$ cat src/rtl/sps_pkg.sv
// Shared constants for the double SHA-1 scramble token block.
`default_nettype none
package sps_pkg;
	localparam int TOKEN_BYTES = 20;
	localparam int CMD_W       = 2;
	localparam int BYTE_W      = 8;
	localparam int IDX_W       = 5;

	localparam logic [CMD_W-1:0] CMD_SALT = 2'd0;
	localparam logic [CMD_W-1:0] CMD_PASS = 2'd1;
	localparam logic [CMD_W-1:0] CMD_END  = 2'd2;

	localparam logic [159:0] SHA_INIT = {32'h67452301, 32'hEFCDAB89, 32'h98BADCFE,
		32'h10325476, 32'hC3D2E1F0};
endpackage
`default_nettype wire

$ cat src/rtl/sps_cmd_if.sv
// Command channel: salt bytes, password bytes and the end command.
`default_nettype none
interface sps_cmd_if;
	logic                          valid;
	logic                          ready;
	logic [sps_pkg::CMD_W-1:0]     command;
	logic [sps_pkg::BYTE_W-1:0]    data_byte;
	modport source(output valid, command, data_byte, input ready);
	modport sink(input valid, command, data_byte, output ready);
endinterface
`default_nettype wire

$ cat src/rtl/sps_tok_if.sv
// Token channel: one scramble token byte per transfer.
`default_nettype none
interface sps_tok_if;
	logic                          valid;
	logic                          ready;
	logic [sps_pkg::BYTE_W-1:0]    token_byte;
	logic [sps_pkg::IDX_W-1:0]     byte_index;
	logic                          last_byte;
	modport source(output valid, token_byte, byte_index, last_byte, input ready);
	modport sink(input valid, token_byte, byte_index, last_byte, output ready);
endinterface
`default_nettype wire

$ cat src/rtl/sha1_password_scramble_token.sv
// Double SHA-1 challenge scramble token unit, one SHA-1 round per cycle.
// Salt and password bytes are taken while idle; a password byte that closes a
// 64-byte block starts a compression (load, 80 rounds, chain add). The end
// command runs three hashes through the same round unit: feeding and padding
// one byte per cycle, held while each full 64-byte block is compressed, then
// 20 token byte transfers. The command channel is not ready from the end
// command until the last token byte is taken. The round unit keeps its
// message words in a 16-word schedule shift register.
`default_nettype none
module sha1_password_scramble_token (
	input  wire logic   clk,
	input  wire logic   arst_n,
	sps_cmd_if.sink     cmd,
	sps_tok_if.source   tok
);
	localparam logic [3:0] S_IDLE  = 4'd0;
	localparam logic [3:0] S_PAD   = 4'd1;
	localparam logic [3:0] S_LEN   = 4'd2;
	localparam logic [3:0] S_FEED  = 4'd3;
	localparam logic [3:0] S_CLOAD = 4'd4;
	localparam logic [3:0] S_CRND  = 4'd5;
	localparam logic [3:0] S_CADD  = 4'd6;
	localparam logic [3:0] S_FIN   = 4'd7;
	localparam logic [3:0] S_OUT   = 4'd8;

	localparam logic [1:0] PH_PASS = 2'd0;
	localparam logic [1:0] PH_S1   = 2'd1;
	localparam logic [1:0] PH_T    = 2'd2;

	logic [3:0]   state_q, ret_q, aft_state;
	logic [1:0]   phase_q;
	logic [63:0]  len_q, bitlen_q, len_next;
	logic [5:0]   cnt_q;
	logic [6:0]   rnd_q;
	logic [4:0]   oidx_q, salt_cnt_q, fidx;
	logic         pad_first_q;
	logic [159:0] h_q, s1_q, s2_q;
	logic [31:0]  blk_q [16];
	logic [31:0]  w_q [16];
	logic [31:0]  a_q, b_q, c_q, d_q, e_q;
	logic [7:0]   salt_q [sps_pkg::TOKEN_BYTES];

	logic         cmd_xfer, tok_xfer, abs_en, blk_full, feed_last;
	logic [7:0]   abs_byte;
	logic [5:0]   pos;
	logic [31:0]  f_r, k_r, tmp_r, w_new;

	function automatic logic [7:0] dig_byte(input logic [159:0] v, input logic [4:0] k);
		logic [4:0] r;
		r = 5'd19 - k;
		return v[{r, 3'b000} +: 8];
	endfunction

	assign cmd_xfer  = cmd.valid && cmd.ready;
	assign tok_xfer  = tok.valid && tok.ready;
	assign cmd.ready = (state_q == S_IDLE);
	assign tok.valid = (state_q == S_OUT);
	assign tok.token_byte = dig_byte(h_q, oidx_q) ^ dig_byte(s1_q, oidx_q);
	assign tok.byte_index = oidx_q;
	assign tok.last_byte  = (oidx_q == 5'd19);

	assign pos       = len_q[5:0];
	assign len_next  = len_q + 64'd1;
	assign blk_full  = (pos == 6'd63);
	assign fidx      = (cnt_q < 6'd20) ? cnt_q[4:0] : 5'(cnt_q - 6'd20);
	assign feed_last = (phase_q == PH_S1) ? (cnt_q == 6'd19) : (cnt_q == 6'd39);

	always_comb begin
		abs_en    = 1'b0;
		abs_byte  = 8'h00;
		aft_state = state_q;
		case (state_q)
			S_IDLE: begin
				abs_en    = cmd_xfer && (cmd.command == sps_pkg::CMD_PASS);
				abs_byte  = cmd.data_byte;
				aft_state = S_IDLE;
			end
			S_PAD: begin
				abs_en    = 1'b1;
				abs_byte  = pad_first_q ? 8'h80 : 8'h00;
				aft_state = (len_next[5:0] == 6'd56) ? S_LEN : S_PAD;
			end
			S_LEN: begin
				abs_en    = 1'b1;
				abs_byte  = bitlen_q[{~cnt_q[2:0], 3'b000} +: 8];
				aft_state = (cnt_q[2:0] == 3'd7) ? S_FIN : S_LEN;
			end
			S_FEED: begin
				abs_en = 1'b1;
				if (phase_q == PH_S1 || cnt_q < 6'd20) begin
					abs_byte = (phase_q == PH_S1) ? dig_byte(s1_q, fidx) : salt_q[fidx];
				end else begin
					abs_byte = dig_byte(s2_q, fidx);
				end
				aft_state = feed_last ? S_PAD : S_FEED;
			end
			default: begin
				abs_en = 1'b0;
			end
		endcase
	end

	always_comb begin
		if (rnd_q < 7'd20) begin
			f_r = (b_q & c_q) | (~b_q & d_q);
			k_r = 32'h5A827999;
		end else if (rnd_q < 7'd40) begin
			f_r = b_q ^ c_q ^ d_q;
			k_r = 32'h6ED9EBA1;
		end else if (rnd_q < 7'd60) begin
			f_r = (b_q & c_q) | (b_q & d_q) | (c_q & d_q);
			k_r = 32'h8F1BBCDC;
		end else begin
			f_r = b_q ^ c_q ^ d_q;
			k_r = 32'hCA62C1D6;
		end
		tmp_r = {a_q[26:0], a_q[31:27]} + f_r + e_q + k_r + w_q[0];
		w_new = w_q[13] ^ w_q[8] ^ w_q[2] ^ w_q[0];
		w_new = {w_new[30:0], w_new[31]};
	end

	always_ff @(posedge clk or negedge arst_n) begin
		if (!arst_n) begin
			state_q     <= S_IDLE;
			ret_q       <= S_IDLE;
			phase_q     <= PH_PASS;
			len_q       <= '0;
			bitlen_q    <= '0;
			cnt_q       <= '0;
			rnd_q       <= '0;
			oidx_q      <= '0;
			salt_cnt_q  <= '0;
			pad_first_q <= 1'b0;
			h_q         <= sps_pkg::SHA_INIT;
		end else begin
			if (abs_en) begin
				len_q <= len_next;
				if (blk_full) begin
					state_q <= S_CLOAD;
					ret_q   <= aft_state;
				end else begin
					state_q <= aft_state;
				end
			end
			case (state_q)
				S_IDLE: begin
					if (cmd_xfer && cmd.command == sps_pkg::CMD_SALT &&
						salt_cnt_q < 5'(sps_pkg::TOKEN_BYTES)) begin
						salt_cnt_q <= salt_cnt_q + 5'd1;
					end
					if (cmd_xfer && cmd.command == sps_pkg::CMD_END) begin
						bitlen_q    <= {len_q[60:0], 3'b000};
						pad_first_q <= 1'b1;
						phase_q     <= PH_PASS;
						state_q     <= S_PAD;
					end
				end
				S_PAD: begin
					pad_first_q <= 1'b0;
					cnt_q       <= '0;
				end
				S_LEN: begin
					cnt_q <= cnt_q + 6'd1;
				end
				S_FEED: begin
					cnt_q <= cnt_q + 6'd1;
					if (feed_last) begin
						bitlen_q    <= {len_next[60:0], 3'b000};
						pad_first_q <= 1'b1;
					end
				end
				S_CLOAD: begin
					rnd_q   <= '0;
					state_q <= S_CRND;
				end
				S_CRND: begin
					rnd_q <= rnd_q + 7'd1;
					if (rnd_q == 7'd79) begin
						state_q <= S_CADD;
					end
				end
				S_CADD: begin
					h_q <= {h_q[159:128] + a_q, h_q[127:96] + b_q, h_q[95:64] + c_q,
						h_q[63:32] + d_q, h_q[31:0] + e_q};
					state_q <= ret_q;
				end
				S_FIN: begin
					cnt_q <= '0;
					if (phase_q == PH_T) begin
						oidx_q  <= '0;
						state_q <= S_OUT;
					end else begin
						h_q     <= sps_pkg::SHA_INIT;
						len_q   <= '0;
						phase_q <= (phase_q == PH_PASS) ? PH_S1 : PH_T;
						state_q <= S_FEED;
					end
				end
				S_OUT: begin
					if (tok_xfer) begin
						oidx_q <= oidx_q + 5'd1;
						if (oidx_q == 5'd19) begin
							h_q        <= sps_pkg::SHA_INIT;
							len_q      <= '0;
							salt_cnt_q <= '0;
							phase_q    <= PH_PASS;
							state_q    <= S_IDLE;
						end
					end
				end
				default: begin
					state_q <= S_IDLE;
				end
			endcase
		end
	end

	always_ff @(posedge clk) begin
		if (abs_en) begin
			blk_q[pos[5:2]][{~pos[1:0], 3'b000} +: 8] <= abs_byte;
		end
		if (state_q == S_IDLE && cmd_xfer && cmd.command == sps_pkg::CMD_SALT &&
			salt_cnt_q < 5'(sps_pkg::TOKEN_BYTES)) begin
			salt_q[salt_cnt_q] <= cmd.data_byte;
		end
		if (state_q == S_FIN && phase_q == PH_PASS) begin
			s1_q <= h_q;
		end
		if (state_q == S_FIN && phase_q == PH_S1) begin
			s2_q <= h_q;
		end
		if (state_q == S_CLOAD) begin
			for (int i = 0; i < 16; i++) begin
				w_q[i] <= blk_q[i];
			end
			a_q <= h_q[159:128];
			b_q <= h_q[127:96];
			c_q <= h_q[95:64];
			d_q <= h_q[63:32];
			e_q <= h_q[31:0];
		end
		if (state_q == S_CRND) begin
			for (int i = 0; i < 15; i++) begin
				w_q[i] <= w_q[i+1];
			end
			w_q[15] <= w_new;
			a_q <= tmp_r;
			b_q <= a_q;
			c_q <= {b_q[1:0], b_q[31:2]};
			d_q <= c_q;
			e_q <= d_q;
		end
	end
endmodule
`default_nettype wire
$ cat src/flat_wrapper.sv
// flat-port wrapper written by rule: the top's interface ports become plain ports
module sha1_password_scramble_token_flat 
  (clk, arst_n, cmd_valid, cmd_command, cmd_data_byte, cmd_ready, tok_valid, tok_token_byte, tok_byte_index, tok_last_byte, tok_ready);
  sps_cmd_if cmd_i ();
  sps_tok_if tok_i ();
  input  wire logic clk;
  input  wire logic arst_n;
  input wire logic [$bits(cmd_i.valid)-1:0] cmd_valid;
  input wire logic [$bits(cmd_i.command)-1:0] cmd_command;
  input wire logic [$bits(cmd_i.data_byte)-1:0] cmd_data_byte;
  output wire logic [$bits(cmd_i.ready)-1:0] cmd_ready;
  output wire logic [$bits(tok_i.valid)-1:0] tok_valid;
  output wire logic [$bits(tok_i.token_byte)-1:0] tok_token_byte;
  output wire logic [$bits(tok_i.byte_index)-1:0] tok_byte_index;
  output wire logic [$bits(tok_i.last_byte)-1:0] tok_last_byte;
  input wire logic [$bits(tok_i.ready)-1:0] tok_ready;
  assign cmd_i.valid = cmd_valid;
  assign cmd_i.command = cmd_command;
  assign cmd_i.data_byte = cmd_data_byte;
  assign cmd_ready = cmd_i.ready;
  assign tok_valid = tok_i.valid;
  assign tok_token_byte = tok_i.token_byte;
  assign tok_byte_index = tok_i.byte_index;
  assign tok_last_byte = tok_i.last_byte;
  assign tok_i.ready = tok_ready;
  sha1_password_scramble_token u_core (.clk(clk), .arst_n(arst_n), .cmd(cmd_i), .tok(tok_i));
endmodule
$ cat config.mk
export PLATFORM = sky130hd
export DESIGN_NAME = sha1_password_scramble_token_flat
export DESIGN_NICKNAME = d
export VERILOG_FILES = /design/src/rtl/sps_pkg.sv /design/src/rtl/sps_cmd_if.sv /design/src/rtl/sps_tok_if.sv /design/src/rtl/sha1_password_scramble_token.sv /design/src/flat_wrapper.sv
export SDC_FILE = /design/constraint.sdc
export NUM_CORES = 2
export LEC_CHECK = 0
export CORE_AREA = 4 4 373 375
export DETAILED_ROUTE_END_ITERATION = 8
export DIE_AREA = 0 0 377 379
export DONT_BUFFER_PORTS = 1
export PLACE_DENSITY = 0.85
export SLEW_MARGIN = 10
export SYNTH_ARGS = -nofsm -noshare
export SYNTH_HDL_FRONTEND = slang
export SYNTH_SLANG_ARGS = --single-unit
$ cat constraint.sdc
create_clock -name clk -period 117.9 [get_ports clk]
set_clock_uncertainty 0.2 [all_clocks]
set_input_delay 17.685 -clock clk [delete_from_list [all_inputs] [get_ports clk]]
set_output_delay 17.685 -clock clk [all_outputs]
set_load 0.1 [all_outputs]
==> impl_metrics.json <==
{
  "grt-ovfl-total": 0,
  "setup-tns-final_ns": 0,
  "synth.area.top_cells": "edfxtp_1 54%, nand2_1 6.7%, dfrtp_1 6.3%, mux4_2 6.1%, ha_1 3.2%",
  "layout-area-overhead-vs-synth_pct": 9.36,
  "slowest_stage": "dfrtp_4",
  "wire_per_inst_um": 27.9,
  "place_ws_ns": 95.98,
  "fin_cells": 9149,
  "yosys.area_share.simple": 0.114,
  "grt_pass1_wl_mm": 380,
  "p_per_area_nw_per_um2": 22.2,
  "worstSetupStartpointType": "flip-flop",
  "cp_num_buf_inv": 1,
  "cap_violations": 0,
  "rsz0062_at_grt": "no",
  "gp_congestion": 0.999,
  "start_util": 0.688,
  "dp_cells": 8782,
  "muxShareOfSynthArea": 0.0826,
  "design.core.area_um2": 135000,
  "drt-initial-drc-count": 8315,
  "synth-compound-area-share": 0.0632,
  "hold_violations": 0,
  "cts_tree": "yes",
  "synth_seq_cells": 1980,
  "synthCells": 7218,
  "finalSetupViolCount": 0,
  "port_buffers": 0,
  "firstDrtPassIters": 9,
  "clock_path_buffers": 3,
  "holdWs_ns": 0.294,
  "synth_ff_type": "edfxtp_1",
  "syn_area_per_cell_um2": 12.9,
  "viasPerCell": 6.66,
  "numCtsBuffers": 193,
  "grt_max_degree": 317,
  "dpl.hpwl_mm": 166,
  "vias": 60930,
  "status": "completed",
  "drt_wl_total_mm": 255,
  "final-max-slew-violation-count": 0,
  "ant_nets": 0,
  "synth_xor_area_frac": 0.0370,
  "tightest_slew_ns": 1.40,
  "crit_path_cell_trace": "buf_4, mux4_2, mux4_2, xnor2_1, o22ai_2",
  "synth_area_leader_cell": "edfxtp_1",
  "yosysUniqueCellTypes": 98,
  "synth_edf_count": 1664,
  "slew_headroom": 0.0635,
  "fmax_mhz": 43.8,
  "drive_gt1_frac": 0.129,
  "ys.warnings.count": 0,
  "finalNetCount": 7572,
  "syn-cell-area_um2": 93100,
  "clock_sink_count": 1980,
  "num_rows": 135,
  "synth_top_family_by_area": "simple AND/OR/NAND/NOR gates",
  "ir_drop_mv": 0.0190,
  "synth_fp_nets": 7594,
  "post-synth-top-count-cell": "edfxtp_1",
  "antenna_found_initial": 12,
  "die_area_um2": 143000,
  "post-route-period-util": 0.194,
  "drc": 0,
  "cts_setup_buffers": 0,
  "path_class": "reg -> out",
  "track_usage": 0.361,
  "p_leak_nw": 39.5,
  "synth.top_cells.by_count": "1664 x edfxtp_1, 1658 x nand2_1, 474 x nor2_1, 272 x a21oi_1, 256 x xnor2_1",
  "cp_top_family": "flip-flops",
  "fin_ws_ns": 95.07,
  "period_needed_ns": 22.83,
  "cts_hold_buf": 0,
  "ys_async_sr_fraction": 0.160,
  "root_buffer": "clkbuf_16",
  "worstPathMaxFanout": 44,
  "ios": 30,
  "clk_latency_ns": 0.84,
  "grt_pass1_vias": 60636,
  "slowest_delay_ns": 1.06,
  "synth.top_cell.area_share": 0.537,
  "cp_common_cell": "mux4_2",
  "die_x_um": 377,
  "ctsResizeCount": 0,
  "end_kind": "output pin",
  "rrSetupSlack_ns": 109.65,
  "min_path_type": "reg -> reg",
  "die_h_um": 379,
  "arrival_ns": 4.95,
  "htree_num_levels": 4,
  "required_ns": 100.02,
  "synth-seq-area-share": 0.623,
  "clk_pin_slew_worst_paths_ns": 0.07,
  "synthAdderAreaFrac": 0.0586
}
placed cells by master, fill, tap and decap left out, drive strengths merged, types with 75 or more instances in the layout:
master | netlist | layout
inv | 213 | 221
nor2 | 474 | 474
dfrtp | 236 | 236
mux2 | 162 | 162
nand3 | 110 | 110
edfxtp | 1664 | 1664
a21oi | 273 | 273
a21o | 83 | 83
o21ai | 329 | 329
xnor2 | 256 | 256
buf | 63 | 98
mux4 | 253 | 253
clkinv | 1 | 75
fa | 124 | 124
clkbuf | 252 | 247
dfstp | 80 | 80
nand2 | 1658 | 1658
ha | 238 | 238
xor2 | 137 | 137
layout make-up:
class                      count  area [um^2]
clock inverter               113         1440
inverter                     214          803
clock buffer                 247         5290
fill                        7730        33500
multi-input combinational   4709        33300
timing repair buffer          98          786
antenna                        7         17.5
sequential                  1980        58000
tap                         1781         2230
through the flow:
step	power, mW	area, um^2	utilization
after global routing	2.35	102000	0.753
final	2.26	102000	0.753
after detailed placement	1.58	95100	0.703
after global placement	1.56	95100	0.703
after CTS	2.24	102000	0.753
after floorplan	1.48	93100	-
flip-flops by register name, summed over array words and instances, names as in the netlist, 61 cells and up:
signal	flops
u_core.s2_q	160
u_core.w_q	512
u_core.s1_q	160
u_core.bitlen_q	61
u_core.h_q	160
u_core.blk_q	512
u_core.salt_q	160
u_core.len_q	61
logic make-up after synthesis:
family,after synthesis
buffers and inverters,529
flip-flops,1980
AND/OR/NAND/NOR,2573
XOR/XNOR,393
adder cells (fa/ha/maj),362
AO/OA/AOI/OAI,949
multiplexers,432
routing by layer:
metal  vias up  global-route usage  wire length, um
li1      25898                   -                -
met1     30051               0.467            88500
met2      4099               0.560           118000
met3       880              0.0916            30500
met4         2               0.213            17900
met5         -             0.00515              101
worst paths after layout:
path	startpoint	end	depth (start not counted)
worst max-delay path	u_core.tok.byte_index[1]$_DFFE_PN0P_	tok_token_byte[5]	5
worst min-delay path	u_core.blk_q[9][25]$_DFFE_PP_	u_core.w_q[9][25]$_DFFE_PP_	2
worst max register to register	u_core.rnd_q[4]$_DFFE_PN0P_	u_core.a_q[30]$_DFFE_PP_	26
worst min register to register	u_core.blk_q[9][25]$_DFFE_PP_	u_core.w_q[9][25]$_DFFE_PP_	2
max in group asynchronous	arst_n	u_core.tok.byte_index[0]$_DFFE_PN0P_	0
min in group asynchronous	arst_n	u_core.h_q[43]$_DFFE_PN0P_	0
worst reg2reg max path, delay by kind of cell, from the launching register on:
family / cells / cell delay (ns)
compound gates: 5 / 1.65
fa+ha+maj: 4 / 1.95
xor+xnor: 1 / 0.17
flops: 1 / 0.44
simple gates: 11 / 2.63
buf+inv: 5 / 0.95
power by group:
group          switching, mW  internal [mW]  total, mW
logic                  0.450          0.276      0.726
clock network          0.275          0.380      0.656
registers             0.0395          0.837      0.877
total                  0.765           1.49       2.26
(Power assumes the default switching activity.)
